<file path="config.mk">
export PLATFORM = sky130hd
export DESIGN_NAME = multi_channel_tick_timer_bank
export DESIGN_NICKNAME = d
export VERILOG_FILES = /design/src/rtl/mctt_pkg.sv /design/src/rtl/mctt_ram.sv /design/src/rtl/multi_channel_tick_timer_bank.sv
export VERILOG_INCLUDE_DIRS = /design/src /design/src/rtl
export SDC_FILE = /design/constraint.sdc
export NUM_CORES = 2
export LEC_CHECK = 0
export ABC_AREA = 1
export BUFFER_PORTS_ARGS = -buffer_cell sky130_fd_sc_hd__buf_2
export CORE_AREA = 2 2 448 450
export CTS_CLUSTER_DIAMETER = 60
export DETAILED_ROUTE_END_ITERATION = 16
export DIE_AREA = 0 0 450 452
export GPL_ROUTABILITY_DRIVEN = 0
export PLACE_DENSITY = 0.42
export SLEW_MARGIN = 20
export SYNTH_ARGS = -nofsm -noshare
export SYNTH_HDL_FRONTEND = slang
export SYNTH_SLANG_ARGS = --single-unit
</file>
<file path="constraint.sdc">
create_clock -name i_clk -period 9.29 [get_ports i_clk]
set_input_delay 1.858 -clock i_clk [delete_from_list [all_inputs] [get_ports i_clk]]
set_output_delay 1.858 -clock i_clk [all_outputs]
set_load 0.005 [all_outputs]
</file>
<file path="src/rtl/multi_channel_tick_timer_bank_assert.svh">
// Assertion macros for the tick timer bank checks.
`ifndef MULTI_CHANNEL_TICK_TIMER_BANK_ASSERT_SVH
`define MULTI_CHANNEL_TICK_TIMER_BANK_ASSERT_SVH

`ifndef SYNTHESIS
`define MCTT_ASSERT_SAME(lbl, clk, rstn, ante, cons) \
    lbl: assert property (@(posedge clk) disable iff (!rstn) (ante) |-> (cons)) \
        else $error("timer bank check failed");
`define MCTT_ASSERT_NEXT(lbl, clk, rstn, ante, cons) \
    lbl: assert property (@(posedge clk) disable iff (!rstn) (ante) |=> (cons)) \
        else $error("timer bank check failed");
`else
`define MCTT_ASSERT_SAME(lbl, clk, rstn, ante, cons)
`define MCTT_ASSERT_NEXT(lbl, clk, rstn, ante, cons)
`endif

`endif

</file>
<file path="src/rtl/mctt_pkg.sv">
// Shared constants and types for the tick timer bank.
package mctt_pkg;

    localparam int NUM_TIMERS = 16;
    localparam int IDX_W      = (NUM_TIMERS > 1) ? $clog2(NUM_TIMERS) : 1;
    localparam int STEP_W     = $clog2(NUM_TIMERS + 1);
    localparam int CNT_W      = 32;
    localparam int FIRE_W     = 16;
    localparam int HND_W      = 16;
    localparam int ID_W       = 8;
    localparam int REQ_W      = 3;
    localparam int ENTRY_W    = 2 * CNT_W;

    typedef enum logic [REQ_W-1:0] {
        REQ_TICK  = 3'd0,
        REQ_SET   = 3'd1,
        REQ_START = 3'd2,
        REQ_STOP  = 3'd3,
        REQ_RESET = 3'd4,
        REQ_ALLOC = 3'd5
    } t_req;

    typedef enum logic [2:0] {
        S_IDLE,
        S_READ,
        S_WRITE,
        S_SWEEP,
        S_DONE
    } t_state;

endpackage

</file>
<file path="src/rtl/mctt_ram.sv">
// Generic simple dual-port RAM with registered read data.
module mctt_ram #(
    parameter int WIDTH  = 64,
    parameter int DEPTH  = 16,
    parameter int ADDR_W = (DEPTH > 1) ? $clog2(DEPTH) : 1
) (
    input  logic                     i_clk,
    input  logic                     i_we,
    input  logic [ADDR_W-1:0]        i_waddr,
    input  logic [WIDTH-1:0]         i_wdata,
    input  logic [ADDR_W-1:0]        i_raddr,
    output logic [WIDTH-1:0]         o_rdata
);

    logic [WIDTH-1:0] r_mem [DEPTH];

    // Write one word, read one word; read data is valid in the next cycle
    always_ff @(posedge i_clk) begin
        if (i_we) begin
            r_mem[i_waddr] <= i_wdata;
        end
        o_rdata <= r_mem[i_raddr];
    end

endmodule

</file>
<file path="src/rtl/multi_channel_tick_timer_bank.sv">
// Top level of the tick timer bank: request sequencer around the timer RAM.
//
// Requests enter on the slave stream (kind in tuser, operands in tdata) and
// every request returns exactly one beat on the master stream carrying the
// fire mask, the tick counter after the request and the allocated handle.
// Counts and reload values live in one RAM word per timer; enable and mode
// bits sit in flip-flops. Requests are handled one at a time.
// A tick sweeps the RAM one timer per cycle, read then write back, and then
// hands its result to the output. Set, start, stop, reset and allocate
// pass through read, modify and output states (S_READ, S_WRITE, S_DONE).
// The output register frees the input side: a new request is taken while the
// previous result waits. When the receiver stalls, the finished result of the
// next request holds in the sequencer until the output register drains.
// Reset clears the tick counter, handle counter, enables, modes and the
// per-entry valid bits, so every timer reads as zero until written; no
// clearing pass is needed and requests are taken right after reset.
`include "multi_channel_tick_timer_bank_assert.svh"

module multi_channel_tick_timer_bank
    import mctt_pkg::*;
(
    input  logic        i_clk,
    input  logic        i_rst_n,
    input  logic        i_s_tvalid,
    output logic        o_s_tready,
    input  logic [47:0] i_s_tdata,   // timer_id[7:0], period[39:8], periodic[40], zero fill
    input  logic [2:0]  i_s_tuser,   // req_type[2:0]
    output logic        o_m_tvalid,
    input  logic        i_m_tready,
    output logic [63:0] o_m_tdata    // fire_mask[15:0], tick_count[47:16], handle[63:48]
);

    t_state                r_state, n_state;
    t_req                  r_req;
    logic [ID_W-1:0]       r_id;
    logic [CNT_W-1:0]      r_period;
    logic                  r_periodic;
    logic [STEP_W-1:0]     r_step, n_step;
    logic [FIRE_W-1:0]     r_mask, n_mask;
    logic [CNT_W-1:0]      r_ticks, n_ticks;
    logic [HND_W-1:0]      r_handles, n_handles;
    logic [HND_W-1:0]      r_hnd, n_hnd;
    logic [NUM_TIMERS-1:0] r_en, n_en;
    logic [NUM_TIMERS-1:0] r_rep, n_rep;
    logic [NUM_TIMERS-1:0] r_vld, n_vld;
    logic                  r_out_valid;
    logic [FIRE_W-1:0]     r_out_mask;
    logic [CNT_W-1:0]      r_out_ticks;
    logic [HND_W-1:0]      r_out_hnd;

    logic                  s_acc;
    logic                  out_free;
    logic                  load_out;
    logic                  ram_we;
    logic [IDX_W-1:0]      ram_waddr;
    logic [IDX_W-1:0]      ram_raddr;
    logic [ENTRY_W-1:0]    ram_wdata;
    logic [ENTRY_W-1:0]    ram_rdata;
    logic                  id_ok;
    logic [IDX_W-1:0]      id_idx;
    logic [IDX_W-1:0]      sw_idx;
    logic [IDX_W-1:0]      ent_idx;
    logic [CNT_W-1:0]      ent_cnt;
    logic [CNT_W-1:0]      ent_rld;
    logic [CNT_W-1:0]      dec_cnt;

    mctt_ram #(
        .WIDTH (ENTRY_W),
        .DEPTH (NUM_TIMERS)
    ) u_ram (
        .i_clk   (i_clk),
        .i_we    (ram_we),
        .i_waddr (ram_waddr),
        .i_wdata (ram_wdata),
        .i_raddr (ram_raddr),
        .o_rdata (ram_rdata)
    );

    assign o_s_tready = (r_state == S_IDLE);
    assign s_acc      = i_s_tvalid && o_s_tready;
    assign out_free   = !r_out_valid || i_m_tready;

    // Decode the addressed timer and the entry under work
    assign id_ok   = (r_id < ID_W'(NUM_TIMERS));
    assign id_idx  = r_id[IDX_W-1:0];
    assign sw_idx  = IDX_W'(r_step - STEP_W'(1));
    assign ent_idx = (r_state == S_SWEEP) ? sw_idx : id_idx;
    assign ent_cnt = r_vld[ent_idx] ? ram_rdata[CNT_W-1:0] : '0;
    assign ent_rld = r_vld[ent_idx] ? ram_rdata[ENTRY_W-1:CNT_W] : '0;
    assign dec_cnt = ent_cnt - CNT_W'(1);

    // Sequence one request: read, modify, write back, then hand to output
    always_comb begin
        n_state   = r_state;
        n_step    = r_step;
        n_mask    = r_mask;
        n_ticks   = r_ticks;
        n_handles = r_handles;
        n_hnd     = r_hnd;
        n_en      = r_en;
        n_rep     = r_rep;
        n_vld     = r_vld;
        ram_we    = 1'b0;
        ram_waddr = ent_idx;
        ram_wdata = {ent_rld, ent_rld};
        ram_raddr = id_idx;
        load_out  = 1'b0;
        case (r_state)
            S_IDLE: begin
                if (s_acc) begin
                    n_mask = '0;
                    n_hnd  = '0;
                    n_step = '0;
                    if (t_req'(i_s_tuser) == REQ_TICK) begin
                        n_ticks = r_ticks + CNT_W'(1);
                        n_state = S_SWEEP;
                    end else begin
                        n_state = S_READ;
                    end
                end
            end
            S_READ: begin
                n_state = S_WRITE;
            end
            S_WRITE: begin
                n_state = S_DONE;
                case (r_req)
                    REQ_SET: begin
                        if (id_ok) begin
                            ram_we        = 1'b1;
                            ram_wdata     = {r_period, r_period};
                            n_rep[id_idx] = r_periodic;
                            n_vld[id_idx] = 1'b1;
                        end
                    end
                    REQ_START: begin
                        if (id_ok) begin
                            ram_we        = 1'b1;
                            n_en[id_idx]  = 1'b1;
                            n_vld[id_idx] = 1'b1;
                        end
                    end
                    REQ_STOP: begin
                        if (id_ok) begin
                            n_en[id_idx] = 1'b0;
                        end
                    end
                    REQ_RESET: begin
                        if (id_ok) begin
                            ram_we        = 1'b1;
                            n_en[id_idx]  = 1'b0;
                            n_vld[id_idx] = 1'b1;
                        end
                    end
                    REQ_ALLOC: begin
                        n_hnd     = r_handles;
                        n_handles = r_handles + HND_W'(1);
                    end
                    default: begin
                    end
                endcase
            end
            S_SWEEP: begin
                // Issue the read for this step, process the entry read last step
                ram_raddr = r_step[IDX_W-1:0];
                n_step    = r_step + STEP_W'(1);
                if (r_step != '0 && HND_W'(sw_idx) < r_handles && r_en[sw_idx]) begin
                    ram_we        = 1'b1;
                    n_vld[sw_idx] = 1'b1;
                    if (dec_cnt == '0) begin
                        n_mask = r_mask | (FIRE_W'(1) << sw_idx);
                        if (!r_rep[sw_idx]) begin
                            n_en[sw_idx] = 1'b0;
                        end
                    end else begin
                        ram_wdata = {ent_rld, dec_cnt};
                    end
                end
                if (r_step == STEP_W'(NUM_TIMERS)) begin
                    n_state = S_DONE;
                end
            end
            S_DONE: begin
                if (out_free) begin
                    load_out = 1'b1;
                    n_state  = S_IDLE;
                end
            end
            default: begin
                n_state = S_IDLE;
            end
        endcase
    end

    // Hold control state
    always_ff @(posedge i_clk) begin
        if (!i_rst_n) begin
            r_state   <= S_IDLE;
            r_ticks   <= '0;
            r_handles <= '0;
            r_en      <= '0;
            r_rep     <= '0;
            r_vld     <= '0;
        end else begin
            r_state   <= n_state;
            r_ticks   <= n_ticks;
            r_handles <= n_handles;
            r_en      <= n_en;
            r_rep     <= n_rep;
            r_vld     <= n_vld;
        end
    end

    // Capture the request and per-request working values
    always_ff @(posedge i_clk) begin
        if (s_acc) begin
            r_req      <= t_req'(i_s_tuser);
            r_id       <= i_s_tdata[7:0];
            r_period   <= i_s_tdata[39:8];
            r_periodic <= i_s_tdata[40];
        end
        r_step <= n_step;
        r_mask <= n_mask;
        r_hnd  <= n_hnd;
    end

    // Output register: load a finished result, drop it when the beat is taken
    always_ff @(posedge i_clk) begin
        if (!i_rst_n) begin
            r_out_valid <= 1'b0;
        end else if (load_out) begin
            r_out_valid <= 1'b1;
        end else if (i_m_tready) begin
            r_out_valid <= 1'b0;
        end
    end

    always_ff @(posedge i_clk) begin
        if (load_out) begin
            r_out_mask  <= r_mask;
            r_out_ticks <= r_ticks;
            r_out_hnd   <= r_hnd;
        end
    end

    assign o_m_tvalid = r_out_valid;
    assign o_m_tdata  = {r_out_hnd, r_out_ticks, r_out_mask};

    // Checks
    `MCTT_ASSERT_NEXT(a_tick_only_advances, i_clk, i_rst_n,
        s_acc && t_req'(i_s_tuser) != REQ_TICK, $stable(r_ticks))
    `MCTT_ASSERT_SAME(a_mask_only_on_tick, i_clk, i_rst_n,
        r_state == S_DONE && r_req != REQ_TICK, r_mask == '0)
    `MCTT_ASSERT_SAME(a_sweep_no_overlap, i_clk, i_rst_n,
        r_state == S_SWEEP && ram_we && r_step < STEP_W'(NUM_TIMERS),
        ram_waddr != ram_raddr)

endmodule
</file>
==> reports/metrics.csv <==
stage,metric,value,unit
clocking,H-tree levels,4,
logic_synthesis,Synth Flop Type,edfxtp_1,
finish,number of fill cells in the layout,19970,
global_route,global-route wire length before repair,249800,µm
critical_path,startpoint type of the worst setup path,flop,
sta,fin. max-slew vios,0,
placed_design,# port buffers,113,
critical_path,Setup Crit Path Kind,flop to flop,
floorplanning,I/O Pins,121,
drt,Vias/cell,4.998,
sta,min Tclk post-route,6.584,ns
logic_synthesis,sequential area share after synthesis,0.6946,
drt,final antenna-violating net count,0,
global_route,largest net degree at the start of global routing,173,
logic_synthesis,number of warnings issued by yosys,0,
logic_synthesis,syn nets,4706,
sta,clock skew,0.05673,ns
global_route,grt ovf,0,
drt,Iter 0 DRT Violations,3391,
clocking,post-CTS sizing,0,
logic_synthesis,asr flop ratio synth,0,
sta,Max transition margin,0.2725,
clocking,setup repair bufs after CTS,0,
logic_synthesis,register bit count reported by yosys,1333,
drt,DR WL met3,8208,µm
critical_path,worst path required time,9.61,ns
clocking,clk root buf,clkbuf_16,
critical_path,crit path DAT,6.90,ns
logic_synthesis,Synth cell types,49,
finish,Reg area,38390,µm²
placed_design,Placed Area,59360,µm²
finish,nets,4773,
floorplanning,Initial Util,0.2782,
clocking,CTS Buf Count,153,
finish,Final Cell Area,64360,µm²
global_route,initial antenna violation count,3,
clocking,Sink Count,1333,
sta,RSZ-0062 raised after global routing,no,
power_and_ir_drop,Cell Pwr Density,224.6,nW/µm²
status,run status,"complete, no violations",
clocking,Max Root-Sink Buffers,3,
drt,vias post-DR,37450,
sta,Worst Tran Pin Value,1.091,ns
drt,met2 WL,77480,µm
critical_path,Crit Path Max Fanout,103,
logic_synthesis,area of the mapped netlist,55270,µm²
clocking,CTS tree,yes,
sta,Final period util,0.7087,
finish,area of the multi-input gates,14940,µm²
finish,"commonest cells after routing, fill and taps aside","edfxtp_1, o21ai_0, nand2_1, a21oi_1, nor2_1",
floorplanning,Die W,450,µm
power_and_ir_drop,total design power,14.46,mW
finish,area delta synth->final,16.45,%
logic_synthesis,number of flops mapped to enable cells by yosys,1169,
placed_design,hpwl dp,90500,µm
drt,final WL,171600,µm
flow_run,Max-Cap Viols,0,
floorplanning,Std-Cell Rows,164,
sta,final hold violation count,0,
clocking,"CTS clk-pin slew, worst paths",0.05,ns
power_and_ir_drop,VDD IR max,0.0001588,V
finish,Post-Layout Cell Count,7492,
clocking,CTS Hold Buffers Added,0,
sta,Final setup violation count,0,
power_and_ir_drop,P_leak,21.52,nW
drt,DRT met1 WL,82390,µm
critical_path,endpoint class of the critical path,flop,
drt,DRC viols,0,
sta,Fmax,151.9,MHz
global_route,vias in the first global route,35700,
logic_synthesis,"Avg Cell Area, Syn",11.92,µm²
drt,DR pass1 iterations,5,
hold_path,hold crit path type,flop to flop,
floorplanning,die height,452,µm
drt,max layer used,met5,
clocking,Skew-Pair Late Insertion Delay,0.81,ns
drt,Wirelength per Cell,22.91,µm
placed_design,DP Cell Count,7205,
floorplanning,die area,203400,µm²
floorplanning,core region area,198600,µm²
finish,layout cell share with drive strength beyond 1,0.1038,
logic_synthesis,Syn Inst Count,4637,
finish,"commonest non-fill, non-tap cell in the layout",edfxtp_1,
global_route,GRT Total Usage,0.1651,
sta,Setup TNS Final,0,ns
==> worst paths after layout <==
kind                      startpoint                           to  slack (ns)  cells after the start
min           r_hnd[7]$_SDFFCE_PN0P_       r_out_hnd[7]$_DFFE_PP_        0.42                      0
min reg2reg   r_hnd[7]$_SDFFCE_PN0P_       r_out_hnd[7]$_DFFE_PP_        0.42                      0
max          r_state[0]$_SDFFE_PN0P_  u_ram.r_mem[9][9]$_DFFE_PP_        2.71                     22
max reg2reg  r_state[0]$_SDFFE_PN0P_  u_ram.r_mem[9][9]$_DFFE_PP_        2.71                     22
==> registers in the layout, indices dropped and copies added (netlist names), named ones only <==
name,cells
r_step,5
r_req,3
r_handles,16
r_period,32
r_out_ticks,32
r_out_hnd,16
r_state,3
r_ticks,32
u_ram.o_rdata,64
r_periodic,1
u_ram.r_mem,1024
r_id,8
r_hnd,16
r_out_mask,16
r_mask,16
o_m_tvalid,1
r_vld,16
r_rep,16
==> worst max-delay path, cell delays in order, from the launching register on <==
cell and delay (ns):
dfxtp_1 0.50, nand2_1 0.15, nor2_4 0.64, nand2_8 0.67, nand3_1 0.26, nand2_1 0.07, nand2_1 0.05, nand2_1 0.05
nand2_1 0.06, nand2_1 0.09, nor2_4 0.39, buf_12 0.41, o41ai_2 0.21, nand2_1 0.20, nor2_4 0.11, nand2_1 0.08
nand2_1 0.05, nand2_1 0.14, nand2_1 0.09, nor3_1 0.82, nand3_1 0.15, nand3_1 0.24, nand4_1 0.56
==> logic make-up after synthesis <==
logic type               count (synthesis)  synth area share
AND/OR/NAND/NOR                       1207           0.09106
multiplexers                           128           0.02318
AO/OA/AOI/OAI                         1393            0.1487
XOR/XNOR                                 3         0.0004755
buffers and inverters                  559           0.03883
adder cells (fa/ha/maj)                 14          0.003170
flip-flops                            1333            0.6946
==> routing by layer <==
| metal | global-route usage | up-vias |
|---|---|---|
| met4 | 0.04268 | 2 |
| met3 | 0.02637 | 212 |
| met2 | 0.2556 | 993 |
| met1 | 0.2396 | 18830 |
| met5 | 0 | - |
| li1 | - | 17410 |
==> through the flow <==
step	setup slack, ns	hold slack [ns]	utilization
3_5_place_dp	2.850	0.4045	0.2988
6_report	2.706	0.4188	0.3240
2_1_floorplan	0.6850	0.4003	-
4_1_cts	2.814	0.4199	0.3239
3_3_place_gp	2.876	0.4044	0.2988
5_1_grt	2.235	0.4261	0.3240
==> where the power goes <==
group	internal, mW	switching (mW)
Combinational	0.410	1.15
Sequential	6.83	0.0977
Clock	3.45	2.52
==> layout make-up <==
class,count,share of cell area
Tap cell,2656,0.05164
Sequential cell,1333,0.5964
Multi-Input combinational cell,2745,0.2322
Inverter,246,0.01462
Clock buffer,203,0.06559
Clock inverter,83,0.01182
Antenna cell,1,0.00003888
Timing Repair Buffer,225,0.02768
==> synth_stat cells, types with 12 or more instances <==
cell | number | share of area
o22ai_1 | 48 | 0.0054
o32ai_1 | 119 | 0.019
dfxtp_1 | 164 | 0.059
ha_1 | 14 | 0.0032
nor2_1 | 397 | 0.027
nor3_1 | 39 | 0.0035
o211ai_1 | 67 | 0.0091
edfxtp_1 | 1169 | 0.64
nand3_1 | 193 | 0.017
o41ai_1 | 24 | 0.0038
nand2_1 | 507 | 0.034
a21oi_1 | 490 | 0.044
o21ai_0 | 511 | 0.046
buf_1 | 40 | 0.0027
clkbuf_1 | 256 | 0.017
o221ai_1 | 89 | 0.014
mux2i_1 | 128 | 0.023
a2bb2oi_1 | 12 | 0.0019
nand4_1 | 34 | 0.0038
inv_1 | 238 | 0.016
(Power assumes the default switching activity.)
